$ cat config.mk
export PLATFORM = sky130hd
export DESIGN_NAME = bgs_zcount
export DESIGN_NICKNAME = d
export VERILOG_FILES = /design/src/rtl/bgs_pkg.sv /design/src/rtl/bgs_zcount.sv
export SDC_FILE = /design/constraint.sdc
export NUM_CORES = 2
export LEC_CHECK = 0
export BUFFER_PORTS_ARGS = -buffer_cell sky130_fd_sc_hd__buf_2
export CAP_MARGIN = 20
export CORE_MARGIN = 2
export CORE_UTILIZATION = 50
export DETAILED_ROUTE_END_ITERATION = 10
export HOLD_SLACK_MARGIN = 0.03
export PLACE_DENSITY = 0.71
export SYNTH_ARGS = -nofsm -noshare
export SYNTH_HDL_FRONTEND = slang
export SYNTH_SLANG_ARGS = --single-unit
$ cat constraint.sdc
create_clock -name clk -period 12.4 [get_ports clk]
set_input_delay 0.62 -clock clk [delete_from_list [all_inputs] [get_ports clk]]
set_output_delay 0.62 -clock clk [all_outputs]
set_load 0.01 [all_outputs]
$ cat src/rtl/bgs_pkg.sv
// Shared constants, types and helpers for the bit gather/scatter unit.
// Used by every module under rtl/; depends on nothing else.
`timescale 1ns / 1ps

package bgs_pkg;

  // Word width handled by the datapath (8..64)
  localparam int WIDTH = 64;
  // Number of shift stages in the compress and expand networks
  localparam int NSTG  = $clog2(WIDTH);
  // Shift stages in the first compress and last expand register stage
  localparam int NLO   = NSTG / 2;
  // Shift amount bits per lane (zeros below a lane, at most WIDTH-1)
  localparam int AW    = NSTG;
  // Register stages from operand capture to the output register
  localparam int NPIPE = 7;

  // Stream field layout
  localparam int OP_W        = 3;
  localparam int FIELD_W     = 64;
  localparam int OP_LSB      = 0;
  localparam int DATA_LSB    = OP_LSB + OP_W;
  localparam int MASK_LSB    = DATA_LSB + FIELD_W;
  localparam int IN_BITS     = MASK_LSB + FIELD_W;
  localparam int IN_TDATA_W  = ((IN_BITS + 7) / 8) * 8;
  localparam int OUT_TDATA_W = FIELD_W;

  // Operation codes
  localparam logic [OP_W-1:0] OP_EXT_R   = 3'd0;
  localparam logic [OP_W-1:0] OP_DEP_R   = 3'd1;
  localparam logic [OP_W-1:0] OP_EXT_L   = 3'd2;
  localparam logic [OP_W-1:0] OP_DEP_L   = 3'd3;
  localparam logic [OP_W-1:0] OP_GROUP   = 3'd4;
  localparam logic [OP_W-1:0] OP_UNGROUP = 3'd5;

  typedef logic [WIDTH-1:0] word_t;
  typedef logic [AW-1:0]    amt_t;
  typedef amt_t [WIDTH-1:0] amt_vec_t;
  typedef word_t [NSTG-1:0] mv_vec_t;

  // Load enables for the pipeline registers held inside submodules
  typedef struct packed {
    logic amt;
    logic cmp_lo;
    logic cmp_hi;
    logic exp_hi;
    logic exp_lo;
  } bgs_en_t;

  // Bit reversal over the datapath width
  function automatic word_t rev_word(input word_t w);
    word_t r;
    for (int i = 0; i < WIDTH; i++) begin
      r[i] = w[WIDTH-1-i];
    end
    return r;
  endfunction

endpackage

$ cat src/rtl/bgs_zcount.sv
// Per-lane count of mask zeros below each bit position (parallel prefix sum).
// Registers the counts with the operands. Depends on bgs_pkg.
`timescale 1ns / 1ps

module bgs_zcount (
  input  logic              clk,
  input  bgs_pkg::bgs_en_t  en,
  input  bgs_pkg::word_t    data,
  input  bgs_pkg::word_t    mask,
  output bgs_pkg::word_t    data_q,
  output bgs_pkg::word_t    mask_q,
  output bgs_pkg::amt_vec_t amt_q
);

  bgs_pkg::amt_vec_t amt;

  // Exclusive prefix count of zeros, log-depth tree of narrow adds
  always_comb begin
    bgs_pkg::amt_vec_t cur;
    bgs_pkg::amt_vec_t nxt;
    cur = '0;
    for (int i = 1; i < bgs_pkg::WIDTH; i++) begin
      cur[i][0] = ~mask[i-1];
    end
    for (int s = 0; s < bgs_pkg::NSTG; s++) begin
      for (int i = 0; i < bgs_pkg::WIDTH; i++) begin
        nxt[i] = cur[i];
        if (i >= (1 << s)) begin
          nxt[i] = cur[i] + cur[i - (1 << s)];
        end
      end
      cur = nxt;
    end
    amt = cur;
  end

  always_ff @(posedge clk) begin
    if (en.amt) begin
      data_q <= data;
      mask_q <= mask;
      amt_q  <= amt;
    end
  end

endmodule

==> out/metrics.yaml <==
max_cap_violations: 0
cp_data_required_time_ns: 12.75
grt_setup_unrepaired: "no"
final_cell_mix: "733 x ha_1, 623 x inv_1, 603 x buf_2, 475 x edfxtp_1, 343 x fa_1"
cts.clk_slew.worst_paths_ns: 0.06
synth_seq_area_share_pct: 36.0
area_growth_pct: 15.4
grt_first_pass_wirelength_mm: 152
die-area_mm2: 0.0815
fp.coreArea_mm2: 0.0787
grt_use_met1_pct: 32.3
route.detailed.drc: 0
nets: 4977
cts_buffers: 52
die_h_um: 286
cts_buffer_depth: 3
die_w_um: 286
wl_per_cell_um: 21.2
use_met2_pct: 44.1
arrival_ns: 7.06
cp-start-kind: "input port"
drive_above_1_share_pct: 18.3
firstDrtPassIters: 5
synth_cell_types: 33
synth_area_mm2: 0.0396
routed_wirelength_mm: 103
grt_max_degree: 178
fmax_mhz: 149
synth.mux.area_fraction_pct: 0
cts_tree: "built"
worstMarginPinSlew_ns: 0.949
synth-seq-cells: 475
ant_nets: 0
htree_levels: 2
synth_xor_area_share_pct: 8.16
first_global_vias: 25600
clock-sinks: 475
placementRows: 103
cp-end-kind: "flip-flop"
overflow: 0
synth_fa_ha_area_share_pct: 40.6
cts_root_buf: "clkbuf_16"
viasPerCell: 5.04
synthSimpleGateAreaFrac_pct: 0.877
post_cts_buffers: 0
io_buffers: 604
vias: 24500
crit_type: "in -> reg"
synth_compound_area_share_pct: 7.75
globalRouteTotalUtil_pct: 25.3
io_pins: 646
whs_path_depth: 1
routabilityCongestion: 0.918
synth_top_family_by_area: "adder cells"
min_from: "data[21]"
holdPathEnd: "data_q[21]"
hold_path_class: "in -> reg"
hold_viol: 0
min_period_ns: 6.71
drt-initial-drc-count: 1268
slew_violations: 0
synthCells: 3105
setup_violations: 0
met3_usage_pct: 4.43
antenna_found_initial: 3
finalSetupTns_ns: 0
grt_most_used_layer: "met2"
initial_core_util_pct: 50.3
cts-resized-gates: 0
maxSlewHeadroom_pct: 36.8
outcome: "finished clean"
yosysWarnings: 0
layout_commonest_cell: "ha_1"
holdBufCountCts: 0
synth_area_per_cell_um2: 12.8
dp_hpwl_mm: 89.7
critPathMaxFanout: 7
fin_crit_sh_pct: 54.1
-- worst max-delay path by stage --
stage	start	end	slack, ns	cells past startpoint
2_1_floorplan	mask[29]	amt_q[383]	5.96	22
3_3_place_gp	mask[0]	amt_q[341]	5.09	21
3_5_place_dp	mask[0]	amt_q[341]	5.08	21
4_1_cts	mask[0]	amt_q[341]	5.67	21
5_1_grt	mask[0]	amt_q[341]	5.36	21
6_report	mask[0]	amt_q[341]	5.69	21
-- logic make-up (layout without fill, tap and decap cells) --
group | Yosys count | count (layout)
DFF | 475 | 475
xor gates and xnor gates | 361 | 361
other | 1 | 38
adders and majority gates | 1082 | 1082
and+or+nand+nor | 62 | 62
buffers and inverters | 661 | 1329
AOI/OAI and AO/OA | 463 | 463
-- synthesized netlist by cell type --
master | count | area (µm²)
ha_1 | 733 | 9170
inv_1 | 623 | 2340
edfxtp_1 | 475 | 14300
fa_1 | 343 | 6870
a21o_1 | 271 | 2030
xnor2_1 | 243 | 2130
a21oi_1 | 145 | 726
xor2_1 | 113 | 990
buf_4 | 37 | 278
o21ai_0 | 28 | 140
nor2b_1 | 20 | 125
nand2b_1 | 14 | 87.6
nor2_1 | 10 | 37.5
o21bai_1 | 8 | 60.1
and3_1 | 7 | 43.8
maj3_1 | 6 | 60.1
nand2_1 | 5 | 18.8
xnor3_1 | 4 | 90.1
o21a_1 | 3 | 22.5
a221o_1 | 2 | 20.0
a221oi_1 | 2 | 17.5
nand3_1 | 2 | 10.0
a21oi_2 | 1 | 8.76
a31oi_2 | 1 | 12.5
a31oi_4 | 1 | 21.3
and2_1 | 1 | 6.26
clkbuf_1 | 1 | 3.75
conb_1 | 1 | 3.75
nand3b_1 | 1 | 7.51
nor3_1 | 1 | 5.00
o31ai_1 | 1 | 7.51
or2_2 | 1 | 6.26
xnor2_4 | 1 | 27.5
-- per-stage QoR --
stage | std cells | setup WS (ns) | hold slack, ns | area, µm² | utilization, %
finish | 4860 | 5.69 | 0.197 | 45800 | 58.1
CTS | 4858 | 5.67 | 0.158 | 45700 | 58.1
detailed placement | 4762 | 5.08 | 0.798 | 43900 | 55.7
global route | 4859 | 5.36 | 0.158 | 45800 | 58.1
floorplan | 3141 | 5.96 | 0.719 | 39800 | -
global placement | 4762 | 5.09 | 0.796 | 43900 | 55.7
-- state kept, by name, summed over array words and instances, names as in the netlist --
signal / flops
data_q: 64
amt_q: 347
mask_q: 64
-- per-layer routing --
layer	up-vias	part of all wire (%)	wire length, µm
met2	686	50	51100
met5	-	0	0
met3	126	5.8	6030
met4	0	3.0	3090
li1	11800	-	-
met1	11900	42	42800
-- worst max-delay path: stages --
cell     delay (ns)
buf_2          0.16
inv_1          0.33
ha_1           0.50
inv_1          0.29
fa_1           0.67
inv_1          0.21
fa_1           0.78
inv_1          0.16
fa_1           0.55
fa_1           0.54
fa_1           0.54
fa_1           0.49
inv_1          0.07
ha_1           0.17
inv_1          0.06
fa_1           0.39
inv_1          0.07
a21o_1         0.11
a21oi_1        0.07
xnor2_1        0.19
xnor2_1        0.08
-- area by class of cell --
class	count	area, µm²
Fill cell	6523	33000
Multi-Input combinational cell	2005	22900
Sequential cell	475	14300
Timing Repair Buffer	610	3110
Inverter	623	2340
Clock buffer	61	1380
Tap cell	1050	1310
Clock inverter	35	458
Antenna cell	1	2.50
Power is left out: the tool's default activity adds up to more than one toggle a clock period on the data nets, which glitch-free logic cannot reach.
