## config.mk

```make
export PLATFORM = sky130hd
export DESIGN_NAME = bgs_compress
export DESIGN_NICKNAME = d
export VERILOG_FILES = /design/src/rtl/bgs_pkg.sv /design/src/rtl/bgs_compress.sv
export SDC_FILE = /design/constraint.sdc
export NUM_CORES = 2
export LEC_CHECK = 0
export BUFFER_PORTS_ARGS = -buffer_cell sky130_fd_sc_hd__buf_2
export CORE_AREA = 2 2 426 428
export CTS_CLUSTER_SIZE = 28
export DETAILED_ROUTE_END_ITERATION = 16
export DIE_AREA = 0 0 428 430
export GPL_TIMING_DRIVEN = 0
export SYNTH_ARGS = -nofsm -noshare
export SYNTH_HDL_FRONTEND = slang
export SYNTH_SLANG_ARGS = --single-unit
export TNS_END_PERCENT = 20
```

## constraint.sdc

```tcl
create_clock -name clk -period 2.97 [get_ports clk]
set_input_delay 0.297 -clock clk [delete_from_list [all_inputs] [get_ports clk]]
set_output_delay 0.297 -clock clk [all_outputs]
set_load 0.05 [all_outputs]
```

## src/rtl/bgs_pkg.sv

```systemverilog
// Shared constants, types and helpers for the bit gather/scatter unit.
// Used by every module under rtl/; depends on nothing else.
`timescale 1ns / 1ps

package bgs_pkg;

  // Word width handled by the datapath (8..64)
  localparam int WIDTH = 64;
  // Number of shift stages in the compress and expand networks
  localparam int NSTG  = $clog2(WIDTH);
  // Shift stages in the first compress and last expand register stage
  localparam int NLO   = NSTG / 2;
  // Shift amount bits per lane (zeros below a lane, at most WIDTH-1)
  localparam int AW    = NSTG;
  // Register stages from operand capture to the output register
  localparam int NPIPE = 7;

  // Stream field layout
  localparam int OP_W        = 3;
  localparam int FIELD_W     = 64;
  localparam int OP_LSB      = 0;
  localparam int DATA_LSB    = OP_LSB + OP_W;
  localparam int MASK_LSB    = DATA_LSB + FIELD_W;
  localparam int IN_BITS     = MASK_LSB + FIELD_W;
  localparam int IN_TDATA_W  = ((IN_BITS + 7) / 8) * 8;
  localparam int OUT_TDATA_W = FIELD_W;

  // Operation codes
  localparam logic [OP_W-1:0] OP_EXT_R   = 3'd0;
  localparam logic [OP_W-1:0] OP_DEP_R   = 3'd1;
  localparam logic [OP_W-1:0] OP_EXT_L   = 3'd2;
  localparam logic [OP_W-1:0] OP_DEP_L   = 3'd3;
  localparam logic [OP_W-1:0] OP_GROUP   = 3'd4;
  localparam logic [OP_W-1:0] OP_UNGROUP = 3'd5;

  typedef logic [WIDTH-1:0] word_t;
  typedef logic [AW-1:0]    amt_t;
  typedef amt_t [WIDTH-1:0] amt_vec_t;
  typedef word_t [NSTG-1:0] mv_vec_t;

  // Load enables for the pipeline registers held inside submodules
  typedef struct packed {
    logic amt;
    logic cmp_lo;
    logic cmp_hi;
    logic exp_hi;
    logic exp_lo;
  } bgs_en_t;

  // Bit reversal over the datapath width
  function automatic word_t rev_word(input word_t w);
    word_t r;
    for (int i = 0; i < WIDTH; i++) begin
      r[i] = w[WIDTH-1-i];
    end
    return r;
  endfunction

endpackage

```

## src/rtl/bgs_compress.sv

```systemverilog
// Compress network: moves mask-selected bits toward bit 0 in log2(WIDTH)
// shift stages over two register stages, recording each stage's move mask.
// Depends on bgs_pkg.
`timescale 1ns / 1ps

module bgs_compress (
  input  logic              clk,
  input  bgs_pkg::bgs_en_t  en,
  input  bgs_pkg::word_t    data,
  input  bgs_pkg::word_t    mask,
  input  bgs_pkg::amt_vec_t amt,
  output bgs_pkg::word_t    pext_q,
  output bgs_pkg::word_t    valid_q,
  output bgs_pkg::mv_vec_t  mv_q,
  output bgs_pkg::word_t    raw_q
);

  bgs_pkg::word_t    v_lo, d_lo;
  bgs_pkg::amt_vec_t a_lo;
  bgs_pkg::mv_vec_t  mv_lo;
  bgs_pkg::word_t    v_lo_q, d_lo_q, raw_lo_q;
  bgs_pkg::amt_vec_t a_lo_q;
  bgs_pkg::mv_vec_t  mv_lo_q;
  bgs_pkg::word_t    v_hi, d_hi;
  bgs_pkg::mv_vec_t  mv_hi;

  // Low shift stages: each lane moves down by 2^j when bit j of its amount is set
  always_comb begin
    bgs_pkg::word_t    mvw, stay;
    bgs_pkg::amt_vec_t na;
    v_lo  = mask;
    d_lo  = data & mask;
    a_lo  = amt;
    mv_lo = '0;
    for (int j = 0; j < bgs_pkg::NLO; j++) begin
      for (int p = 0; p < bgs_pkg::WIDTH; p++) begin
        mvw[p] = v_lo[p] & a_lo[p][j];
      end
      mv_lo[j] = mvw;
      stay = v_lo & ~mvw;
      for (int p = 0; p < bgs_pkg::WIDTH; p++) begin
        na[p] = stay[p] ? a_lo[p] : '0;
        if (p + (1 << j) < bgs_pkg::WIDTH) begin
          if (mvw[p + (1 << j)]) begin
            na[p] = a_lo[p + (1 << j)];
          end
        end
      end
      v_lo = stay | (mvw >> (1 << j));
      d_lo = (d_lo & stay) | ((d_lo & mvw) >> (1 << j));
      a_lo = na;
    end
  end

  always_ff @(posedge clk) begin
    if (en.cmp_lo) begin
      v_lo_q   <= v_lo;
      d_lo_q   <= d_lo;
      a_lo_q   <= a_lo;
      mv_lo_q  <= mv_lo;
      raw_lo_q <= data;
    end
  end

  // High shift stages; amounts no longer needed after the last one
  always_comb begin
    bgs_pkg::word_t    mvw, stay;
    bgs_pkg::amt_vec_t a;
    bgs_pkg::amt_vec_t na;
    v_hi  = v_lo_q;
    d_hi  = d_lo_q;
    a     = a_lo_q;
    mv_hi = mv_lo_q;
    for (int j = bgs_pkg::NLO; j < bgs_pkg::NSTG; j++) begin
      for (int p = 0; p < bgs_pkg::WIDTH; p++) begin
        mvw[p] = v_hi[p] & a[p][j];
      end
      mv_hi[j] = mvw;
      stay = v_hi & ~mvw;
      for (int p = 0; p < bgs_pkg::WIDTH; p++) begin
        na[p] = stay[p] ? a[p] : '0;
        if (p + (1 << j) < bgs_pkg::WIDTH) begin
          if (mvw[p + (1 << j)]) begin
            na[p] = a[p + (1 << j)];
          end
        end
      end
      v_hi = stay | (mvw >> (1 << j));
      d_hi = (d_hi & stay) | ((d_hi & mvw) >> (1 << j));
      a    = na;
    end
  end

  always_ff @(posedge clk) begin
    if (en.cmp_hi) begin
      pext_q  <= d_hi;
      valid_q <= v_hi;
      mv_q    <= mv_hi;
      raw_q   <= raw_lo_q;
    end
  end

endmodule

```

==> results.md <==
* Global Route Usage Sum at slightly below 30%
* TritonCTS buffer count at about 140
* Switching power at roughly 16000 uW
* First-pass DRT Iterations at 6
* Crit path time final at a little under 3000 ps
* Final Cycle Share at between 90% and 100%
* Commonest non-fill, non-tap cell in the layout: edfxtp_1
* Final ANT Viol Nets at 0
* Setup Skew at 28.8 ps
* Core area at 180000 um^2
* Crit. End Element: flop
* Comb power frac at 20.6%
* Number of flops mapped to enable cells by yosys at roughly 1200
* Largest net degree at the start of global routing at 120
* CTS tree: done
* GRT overflow at 0
* Switching Share at 32.4%
* RePlAce Congestion at 1.00
* Sequential group share of total power at about 43%
* First-pass GRT wire length at ~380 mm
* Mapped Nets at about 5300
* Worst-case reg-to-reg path depth at 5
* Max-slew violations at 0
* H-tree lvl count at 4
* Worst setup slack after placement at -79.0 ps
* Die area at 184000 um^2
* Max Buffers Root-to-Sink at 3
* CTS root buf: clkbuf_16
* Post-synth ARST share at 0%
* WL final at ~280 mm
* DRC at 0
* Worst Path Arrival at roughly 3400 ps
* Syn Area/Cell at about 12 um^2
* Routed len/inst at 32.5 um
* Max IR drop VDD at between 0.5 and 0.6 mV
* CP max stage delay at about 600 ps
* Drt initial violations at 6219
* Worst path cell trace: dlygate4sd3_1 > buf_2 > nand2_1 > dlygate4sd3_1 > clkinv_1 > a22o_1 > o21a_1 > a21oi_1 > o22ai_1
* IO buf count at ~1100
* Flops & latches, synth at roughly 1200
* Synth Cell Area at a little under 60000 um^2
* Count of final setup violators at 0
* Power per cell area at between 600 and 700 nW/um^2
* Slowest cell on crit path: dlygate4sd3_1
* Final hold slack at ~77 ps
* Fillers at ~17000
* Slew margin rel. at 6.37%
* Fraction of layout cells with a size suffix above 1 at 25.8%
* Vias per cell at 5.76
* Internal power at 32400 uW
* Placed Instances at just over 8000
* RSZ-0062 raised after global routing: false
* Die X at between 400 and 500 um
* Nets at between 6000 and 7000
* CTS clk-pin slew, worst paths at 60 ps
* Vias in the first global route at around 47000
* Most frequent cells in the layout: 1152 x edfxtp_1, 1114 x buf_2, 438 x nand2_1
* Element type at the critical path start: input port
* Vias at around 50000
* F_max at 339 MHz
* Final setup margin at between 15 and 20 ps
* Clock sinks at ~1200
* Post-Layout Cell Count at around 8700
* Cell count after synthesis at between 4000 and 5000
* WP data required at 3380 ps
* Clock network fraction of total power at a little over a third
* Die H at 430 um
* Synth warn at 0
* Site Rows at 156
* Post-route setup TNS at 0 ps
* Worst Hold Class: input port to flop
* Most used cell, CP: dlygate4sd3_1
* Final hold violation count at 0
* DPL Wire Length at around 230 mm
* Distinct cell type count after synthesis at between 90 and 100
* Maximum fanout along the worst path at 7
* Worst-margin pin slew at 1400 ps
* Ports at 1094
* Initial Util at approximately 33%
* Clk_lat worst skew at ~800 ps
* Hold depth at 4
* Worst Setup Path Type: input port to flop
* Area added between synthesis and finish at 25.4%
* Initial antenna violation count at 47
* Post-synthesis sequential area ratio at between 50% and 60%
* Flop2flop setup slack at 110 ps
* P_leak at 0.0300 uW
* Maxcap violations at 0
* Post-synth top flop: edfxtp_1
* Status: completed
## final cells by class
| cell class | count | area (um^2) | share of cell area, % |
|---|---|---|---|
| sequential | 1152 | 34600 | 47.1 |
| multi-input combinational | 3230 | 22400 | 30.5 |
| timing repair buffer | 1242 | 7200 | 9.80 |
| clock buffer | 160 | 3580 | 4.87 |
| tap | 2370 | 2970 | 4.04 |
| inverter | 343 | 1290 | 1.75 |
| clock inverter | 91 | 1030 | 1.40 |
| buffer | 66 | 308 | 0.419 |
| antenna | 36 | 90.1 | 0.123 |
## cell usage after synthesis (all sizes together), types with 22 or more instances
library cell / number / area (um^2)
nor2: 201 / 754
o211ai: 25 / 193
nand4b: 25 / 219
a31o: 64 / 569
nor3: 22 / 120
a221o: 32 / 320
mux2i: 227 / 2440
a32oi: 73 / 639
o21ai: 98 / 494
nand3b: 32 / 240
a221oi: 48 / 420
buf: 38 / 201
and3b: 48 / 420
a21o: 43 / 325
a22o: 124 / 1090
inv: 337 / 1260
o22a: 48 / 422
o31ai: 58 / 435
o21a: 25 / 188
o2bb2ai: 22 / 193
a22oi: 131 / 983
nor2b: 189 / 1210
o22ai: 166 / 1040
or3b: 24 / 210
a31oi: 153 / 1440
edfxtp: 1152 / 34600
and2: 97 / 607
clkbuf: 28 / 106
and3: 199 / 1250
mux2: 52 / 597
nor3b: 22 / 195
nand3: 73 / 365
a32o: 46 / 460
nand2b: 53 / 332
nand2: 453 / 1740
a21oi: 159 / 796
## timing repair
item | CTS | global route
buffers inserted | 0 | 0
hold endpoints to repair | 202 | 0
hold buffers | 146 | 0
setup endpoints to repair | 0 | 3
gates resized for setup | 0 | 2
## cell families after synthesis
group                  share of synthesized area, %
AOI/OAI and AO/OA                              19.0
DFF                                            59.1
buffers and inverters                          2.72
muxes                                          5.19
and+or+nand+nor                                14.1
## through the flow
stage	cell area, um^2	utilization [%]	power, uW
final	73400	40.9	47900
after floorplan	58600	-	26000
after CTS	73300	40.8	48100
after detailed placement	67300	37.4	30400
after global routing	73400	40.8	49200
after global placement	66900	37.2	30600
## path summary, 6_finish.rpt
check,startpoint,end
setup / recovery,amt[234],d_lo_q[34]
hold / removal,amt[174],mv_hi[92]
setup reg to reg,a_lo_q[33],pext_q[5]
hold reg to reg,mv_hi[117],mv_q[117]
## power groups by stage
stage	Combinational, uW	Clock, uW	Sequential [uW]
6_report	9870	17500	20500
3_3_place_gp	9490	0	21100
5_1_grt	10300	18300	20600
2_1_floorplan	3290	0	22700
3_5_place_dp	9580	0	20800
4_1_cts	9780	17800	20500
## per-layer routing
metal	share of wire (%)	global-route usage, %	vias to the layer above
met5	0.025	0	-
met4	6.7	17.8	12
met3	8.0	6.00	551
met2	46	47.0	2818
met1	39	36.8	24800
li1	-	-	21900
## state kept, by name, indices dropped and copies added, names as in the netlist
name      cells
d_lo_q       64
valid_q      64
v_lo_q       64
mv_hi       192
a_lo_q      192
pext_q       64
raw_q        64
raw_lo_q     64
mv_q        384
## critical path, delay by kind of cell
kind	cells	cell delay, ps
AO/OA/AOI/OAI	4	1410
buffers and inverters	4	1500
AND/OR/NAND/NOR	1	140
(Power assumes the default switching activity.)
