[config.mk]
export PLATFORM = sky130hd
export DESIGN_NAME = bgs_expand
export DESIGN_NICKNAME = d
export VERILOG_FILES = /design/src/rtl/bgs_pkg.sv /design/src/rtl/bgs_expand.sv
export SDC_FILE = /design/constraint.sdc
export NUM_CORES = 1
export LEC_CHECK = 0
export ABC_AREA = 1
export BUFFER_PORTS_ARGS = -buffer_cell sky130_fd_sc_hd__clkbuf_2
export CELL_PAD_IN_SITES_DETAIL_PLACEMENT = 1
export CELL_PAD_IN_SITES_GLOBAL_PLACEMENT = 2
export CORE_AREA = 2 2 272 274
export DETAILED_ROUTE_END_ITERATION = 12
export DIE_AREA = 0 0 274 276
export PLACE_DENSITY_LB_ADDON = 0.3
export SLEW_MARGIN = 10
export SYNTH_ARGS = -nofsm -noshare
export SYNTH_HDL_FRONTEND = slang
export SYNTH_SLANG_ARGS = --single-unit
[constraint.sdc]
create_clock -name clk -period 2.9 [get_ports clk]
set_input_delay 0.58 -clock clk [delete_from_list [all_inputs] [get_ports clk]]
set_output_delay 0.58 -clock clk [all_outputs]
set_load 0.02 [all_outputs]
[src/rtl/bgs_pkg.sv]
// Shared constants, types and helpers for the bit gather/scatter unit.
// Used by every module under rtl/; depends on nothing else.
`timescale 1ns / 1ps

package bgs_pkg;

  // Word width handled by the datapath (8..64)
  localparam int WIDTH = 64;
  // Number of shift stages in the compress and expand networks
  localparam int NSTG  = $clog2(WIDTH);
  // Shift stages in the first compress and last expand register stage
  localparam int NLO   = NSTG / 2;
  // Shift amount bits per lane (zeros below a lane, at most WIDTH-1)
  localparam int AW    = NSTG;
  // Register stages from operand capture to the output register
  localparam int NPIPE = 7;

  // Stream field layout
  localparam int OP_W        = 3;
  localparam int FIELD_W     = 64;
  localparam int OP_LSB      = 0;
  localparam int DATA_LSB    = OP_LSB + OP_W;
  localparam int MASK_LSB    = DATA_LSB + FIELD_W;
  localparam int IN_BITS     = MASK_LSB + FIELD_W;
  localparam int IN_TDATA_W  = ((IN_BITS + 7) / 8) * 8;
  localparam int OUT_TDATA_W = FIELD_W;

  // Operation codes
  localparam logic [OP_W-1:0] OP_EXT_R   = 3'd0;
  localparam logic [OP_W-1:0] OP_DEP_R   = 3'd1;
  localparam logic [OP_W-1:0] OP_EXT_L   = 3'd2;
  localparam logic [OP_W-1:0] OP_DEP_L   = 3'd3;
  localparam logic [OP_W-1:0] OP_GROUP   = 3'd4;
  localparam logic [OP_W-1:0] OP_UNGROUP = 3'd5;

  typedef logic [WIDTH-1:0] word_t;
  typedef logic [AW-1:0]    amt_t;
  typedef amt_t [WIDTH-1:0] amt_vec_t;
  typedef word_t [NSTG-1:0] mv_vec_t;

  // Load enables for the pipeline registers held inside submodules
  typedef struct packed {
    logic amt;
    logic cmp_lo;
    logic cmp_hi;
    logic exp_hi;
    logic exp_lo;
  } bgs_en_t;

  // Bit reversal over the datapath width
  function automatic word_t rev_word(input word_t w);
    word_t r;
    for (int i = 0; i < WIDTH; i++) begin
      r[i] = w[WIDTH-1-i];
    end
    return r;
  endfunction

endpackage

[src/rtl/bgs_expand.sv]
// Expand network: replays the compress move masks in reverse to scatter the
// low data bits into mask positions; also carries the compress result along.
// Depends on bgs_pkg.
`timescale 1ns / 1ps

module bgs_expand (
  input  logic             clk,
  input  bgs_pkg::bgs_en_t en,
  input  bgs_pkg::word_t   raw,
  input  bgs_pkg::word_t   valid,
  input  bgs_pkg::mv_vec_t mv,
  input  bgs_pkg::word_t   pext,
  output bgs_pkg::word_t   pdep_q,
  output bgs_pkg::word_t   pext_q
);

  bgs_pkg::word_t   x_hi, x_hi_q, pext_hi_q, x_lo;
  bgs_pkg::mv_vec_t mv_hi_q;

  // High stages first; only the low popcount data bits take part
  always_comb begin
    bgs_pkg::word_t dst;
    x_hi = raw & valid;
    for (int j = bgs_pkg::NSTG - 1; j >= bgs_pkg::NLO; j--) begin
      dst  = mv[j] >> (1 << j);
      x_hi = (x_hi & ~dst) | ((x_hi & dst) << (1 << j));
    end
  end

  always_ff @(posedge clk) begin
    if (en.exp_hi) begin
      x_hi_q    <= x_hi;
      mv_hi_q   <= mv;
      pext_hi_q <= pext;
    end
  end

  // Remaining low stages
  always_comb begin
    bgs_pkg::word_t dst;
    x_lo = x_hi_q;
    for (int j = bgs_pkg::NLO - 1; j >= 0; j--) begin
      dst  = mv_hi_q[j] >> (1 << j);
      x_lo = (x_lo & ~dst) | ((x_lo & dst) << (1 << j));
    end
  end

  always_ff @(posedge clk) begin
    if (en.exp_lo) begin
      pdep_q <= x_lo;
      pext_q <= pext_hi_q;
    end
  end

endmodule

==> results.yml, run 1 <==
yosys:
  async_flop_share_pct: 0
  yosys_warnings: 0
  synth_flop_cell: "edfxtp_1"
  synthTopCellsByArea: "edfxtp_1 (73%), nand2_1 (16%), inv_1 (5.5%)"
  yosysTopAreaCell: "edfxtp_1"
  yosysUniqueCellTypes: 15
  syn_avg_cell_area_um2: 10.9
  postSynthCellCount: 1680
  yosysSeqAreaShare_pct: 72.5
  syn-cell-area_um2: 18300
  synth_common_cells: "nand2_1 (792), edfxtp_1 (441), inv_1 (269)"
  synth.most_common_cell: "nand2_1"
  syn_nets: 2262
  synth_edf_count: 441
  ys_seq_elements: 441
  synth_top_area_share_pct: 72.5
power_and_ir_drop:
  p_leak_nw: 11.9
  p_per_area_nw_per_um2: 641
  peakVddDrop_mv: 0.391
timing:
  slew_violations: 0
  fmax_mhz: 552
  period_share_pct: 62.4
  skew_ns: 0.0216
  relSlewSlack_pct: 29.1
  hold_viol: 0
  period_minus_slack_ns: 1.81
  setup_violations: 0
  worst_slew_pin_slew_ns: 1.05
  rsz0062_at_grt: "false"
  fin_setup_tns_ns: 0
global_routing:
  grt_pass1_wl_um: 93400
  use_met3_pct: 5.27
  grtUsageMet1_pct: 18.9
  met2_usage_pct: 30.9
  grt_pass1_vias: 14970
  overflow: 0
  grt_max_degree: 68
  antenna_found_initial: 21
  top_usage_layer: "met2"
  grt_usage_pct: 17.0
critical_path:
  cp_max_fo: 1
  crit_chain: "clkbuf_2"
  crit_required_ns: 2.32
  crit_slowest_cell: "edfxtp_1"
  crit_path_max_incr_delay_ns: 0.44
  r2r_slack_ns: 1.56
  cp-start-kind: "flop"
  end_kind: "primary output"
  worstSetupPathType: "reg2out"
  worstPathArrival_ns: 1.23
  critPathBufInv: 1
  crit_family: "flip-flops"
placement:
  dpl.hpwl_um: 54400
  place.gp.congestion: 0.894
  placed_cell_area_um2: 22800
  port_buffers: 643
layout:
  layout-drive-gt1-share_pct: 31.3
  layout.nets: 2967
  multi_input_area_um2: 3970
  final_area_um2: 24400
  areaGrowthSynthToFinish_pct: 33.6
  register_area_um2: 13200
  num-fill-cells: 8445
floorplan:
  rows: 99
  die-area_um2: 75600
  start_util_pct: 25.1
  die_h_um: 276
  core-area_um2: 72600
  boundaryPins: 710
  die_w_um: 274
clock_network:
  cts_resized: 0
  numCtsBuffers: 50
  clk_latency_ns: 0.60
  cts_tree: "yes"
  cts.sinks: 441
  cts-root-buf: "clkbuf_16"
  path_clk_slew_ns: 0.06
  cts_max_path_buffers: 3
  postCtsHoldBufs: 0
  cts_htree_levels: 2
  post_cts_buffers: 0
routing:
  viasPerCell: 4.11
  drt_iter0_markers: 646
  wl_per_cell_um: 19.2
  drcViolationCount: 0
  via_count: 13935
  dr.pass1.iters: 5
  wl_um: 65000
  ant_nets: 0
outcome:
  outcome: "finished, final reports clean"
run:
  maxCapViolCount: 0
worst_hold_path:
  hp-class: "in2reg"
==> cell usage in the layout, fill, tap and decap left out, drive strengths merged, types with 10 or more instances in the layout <==
cell and n:
o21ai 28, nand3 62, nand2 800, nor2 17, inv 282, clkbuf 699
a21oi 10, buf 12, edfxtp 441, clkinv 26, nand4 25
==> through the flow <==
step                      total power, mW  util (%)  hold slack [ns]  worst slack [ns]  std cells
after global placement               9.81      31.5            0.400             0.863       3292
after detailed placement             9.87      31.5            0.406             0.913       3292
after CTS                            15.9      33.6            0.111              1.03       3385
final                                15.6      33.6            0.156              1.09       3392
after floorplan                      8.74         -            0.400              1.76       1680
after global routing                 16.4      33.6            0.123              1.06       3389
==> routing by layer <==
metal	routed length, µm	up-vias
li1	-	6865
met1	25000	6497
met2	33400	445
met3	5040	102
met4	1400	26
met5	178	-
==> logic make-up after synthesis <==
logic type             after synthesis  share of synthesized area, %
flip-flops                         441                          72.5
AO/OA/AOI/OAI                       39                          1.28
AND/OR/NAND/NOR                    921                          20.4
buffers and inverters              279                          5.74
==> layout make-up <==
type	count	share of cell area, %
Tap cell	959	4.92
Sequential cell	441	54.3
Antenna cell	7	0.0718
Multi-Input combinational cell	960	16.3
Clock buffer	58	5.34
Timing Repair Buffer	653	13.9
Clock inverter	35	0.919
Inverter	279	4.29
==> worst paths after layout <==
path	end	startpoint	depth (start not counted)
worst max register to register	pdep_q[35]	x_hi_q[32]	6
worst min register to register	pext_q[38]	pext_hi_q[38]	0
worst max-delay path	pdep_q[29]	pdep_q[29]	1
worst min-delay path	pext_hi_q[0]	pext[0]	1
==> report_power, final <==
group          internal, mW  switching (mW)
sequential             7.65           0.228
combinational         0.631            1.16
clock                  3.32            2.64
==> sequential cells by signal (all words and copies together) (netlist names) <==
name,count
pext_hi_q,64
mv_hi_q,185
x_hi_q,64
pext_q,64
pdep_q,64
Power figures use the tool's default switching activity.
==> inputs of run 2 (changes only) <==
--- a/config.mk
+++ b/config.mk
@@ -9,9 +9,9 @@
 export BUFFER_PORTS_ARGS = -buffer_cell sky130_fd_sc_hd__clkbuf_2
 export CELL_PAD_IN_SITES_DETAIL_PLACEMENT = 1
 export CELL_PAD_IN_SITES_GLOBAL_PLACEMENT = 2
-export CORE_AREA = 2 2 272 274
+export CORE_AREA = 2 2 279 281
 export DETAILED_ROUTE_END_ITERATION = 12
-export DIE_AREA = 0 0 274 276
+export DIE_AREA = 0 0 281 283
 export PLACE_DENSITY_LB_ADDON = 0.3
 export SLEW_MARGIN = 10
 export SYNTH_ARGS = -nofsm -noshare
==> constraint.sdc (replaced) <==
create_clock -name clk -period 1.6 [get_ports clk]
set_input_delay 0.32 -clock clk [delete_from_list [all_inputs] [get_ports clk]]
set_output_delay 0.32 -clock clk [all_outputs]
set_load 0.02 [all_outputs]
==> results.yml, run 2 (synthesis results as in run 1) <==
power_and_ir_drop:
  p_leak_nw: 13.2
  peakVddDrop_mv: 0.610
  power.internal_mw: 22.7
  swShare_pct: 25.1
  pwr-share-clk_pct: 40.0
  power_frac_seq_pct: 47.1
  p_per_area_nw_per_um2: 1100
  combPwrFrac_pct: 12.9
  p_switching_mw: 7.62
routing:
  highest_layer: "met5"
  via_count: 15005
  wl_met3_um: 4070
  wl_um: 67100
  drt-met1-wl_um: 27200
  dr.pass1.iters: 5
  ant_nets: 0
  drt_iter0_markers: 631
  viasPerCell: 3.99
  drcViolationCount: 0
  wl_per_cell_um: 17.9
  route.met2.wl_um: 34300
critical_path:
  worstSetupPathType: "reg2out"
  crit_slowest_cell: "edfxtp_1"
  r2r-start: "x_hi_q[26]"
  crit_required_ns: 1.28
  crit_chain: "clkbuf_2"
  r2r-end: "pdep_q[33]"
  rr_worst_depth: 6
  end_kind: "primary output"
  crit_path_max_incr_delay_ns: 0.40
  worstPathArrival_ns: 1.16
  r2r_slack_ns: 0.22
  crit_family: "flip-flops"
  cp-start-kind: "flop"
  cp_max_fo: 1
  critPathBufInv: 1
layout:
  areaGrowthSynthToFinish_pct: 51.1
  multi_input_area_um2: 3970
  register_area_um2: 13200
  post-route-util_pct: 36.0
  final_common_cell: "nand2_1"
  final_cell_count_no_fill: 3759
  largest_reg_flops: 185
  num-fill-cells: 8825
  final_area_um2: 27600
  final_cell_mix: "nand2_1 (792), clkbuf_2 (641), edfxtp_1 (441), inv_1 (269), dlygate4sd3_1 (260)"
  layout-drive-gt1-share_pct: 29.1
  layout.nets: 3250
  largest_register: "mv_hi_q"
placement:
  port_buffers: 643
  pre_cts_ws_ns: 0.114
  placed_cell_area_um2: 23200
  dpl.hpwl_um: 54700
  place.gp.congestion: 0.891
  placed_cells: 3395
timing:
  skew_ns: 0.0166
  setup_violations: 0
  hold_viol: 0
  period_minus_slack_ns: 1.48
  fmax_mhz: 675
  final.setup.worst_slack_ns: 0.118
  relSlewSlack_pct: 47.4
  worst_slew_pin_slew_ns: 0.782
  period_share_pct: 92.6
  slew_violations: 0
  rsz0062_at_grt: "false"
  fin_setup_tns_ns: 0
floorplan:
  core-area_um2: 76700
  start_util_pct: 23.8
  die_h_um: 283
  die_w_um: 281
  rows: 102
  die-area_um2: 79500
  boundaryPins: 710
outcome:
  outcome: "finished, final reports clean"
global_routing:
  antenna_found_initial: 12
  grt_max_degree: 46
  overflow: 0
  grt_pass1_wl_um: 98200
  grt_usage_pct: 16.6
  grt_pass1_vias: 16399
clock_network:
  cts_htree_levels: 2
  cts_resized: 0
  numCtsBuffers: 51
  cts_max_path_buffers: 3
  cts_tree: "yes"
  post_cts_buffers: 0
  path_clk_slew_ns: 0.06
  cts-root-buf: "clkbuf_16"
  postCtsHoldBufs: 260
  clk_latency_ns: 0.59
  cts.sinks: 441
run:
  maxCapViolCount: 0
worst_hold_path:
  hold_depth: 3
  worstHoldStart: "mv[233]"
  hp-class: "in2reg"
  whs_endpoint: "x_hi_q[41]"
run 2: cell count changes in the layout (fill, tap and decap cells not counted), moves of 2 or more:
cell / before / now
clkinvlp_4: 5 / 1
bufinv_16: 1 / 7
clkinv_1: 15 / 11
buf_4: 4 / 17
clkinv_2: 9 / 11
buf_12: 6 / 15
dlygate4sd3_1: 0 / 260
clkbuf_16: 51 / 53
run 2: metal layers:
metal | track usage, % | vias up
li1 | - | 7448
met1 | 19.2 | 7006
met2 | 30.5 | 451
met3 | 3.92 | 92
met4 | 4.36 | 8
met5 | 0 | -
run 2: how the worst max path moves through the flow:
stage,startpoint,to,slack [ns],cells after the start
floorplan,x_hi_q[1],pdep_q[7],0.62,6
global placement,valid[3],x_hi_q[3],0.03,4
detailed placement,valid[3],x_hi_q[3],0.11,4
CTS,pdep_q[63],pdep_q[63],0.05,1
global route,pdep_q[63],pdep_q[63],0.05,1
finish,pdep_q[57],pdep_q[57],0.12,1
run 2: worst min-delay path, stage by stage:
cell and delay, ns:
clkbuf_2 0.09, nand2_1 0.05, nand2_1 0.06
run 2: stage by stage:
stage	hold slack [ns]	power, mW
6_report	0.0458	30.3
5_1_grt	0.0262	31.8
4_1_cts	0.00581	30.8
3_5_place_dp	0.405	18.0
3_3_place_gp	0.400	17.9
2_1_floorplan	0.400	15.8
run 2: area by class of cell:
| cell class | instances | share of cell area (%) |
|---|---|---|
| Antenna cell | 8 | 0.0726 |
| Clock buffer | 59 | 4.89 |
| Clock inverter | 37 | 1.41 |
| Inverter | 279 | 3.80 |
| Multi-Input combinational cell | 960 | 14.4 |
| Sequential cell | 441 | 48.0 |
| Tap cell | 1040 | 4.72 |
| Timing Repair Buffer | 935 | 22.7 |
run 2: power groups by stage:
stage | Combinational (mW) | Sequential [mW] | Clock (mW)
floorplan | 1.06 | 14.8 | 0
global placement | 3.36 | 14.5 | 0
detailed placement | 3.41 | 14.6 | 0
CTS | 3.99 | 14.3 | 12.5
global route | 4.36 | 14.4 | 13.0
finish | 3.90 | 14.3 | 12.1
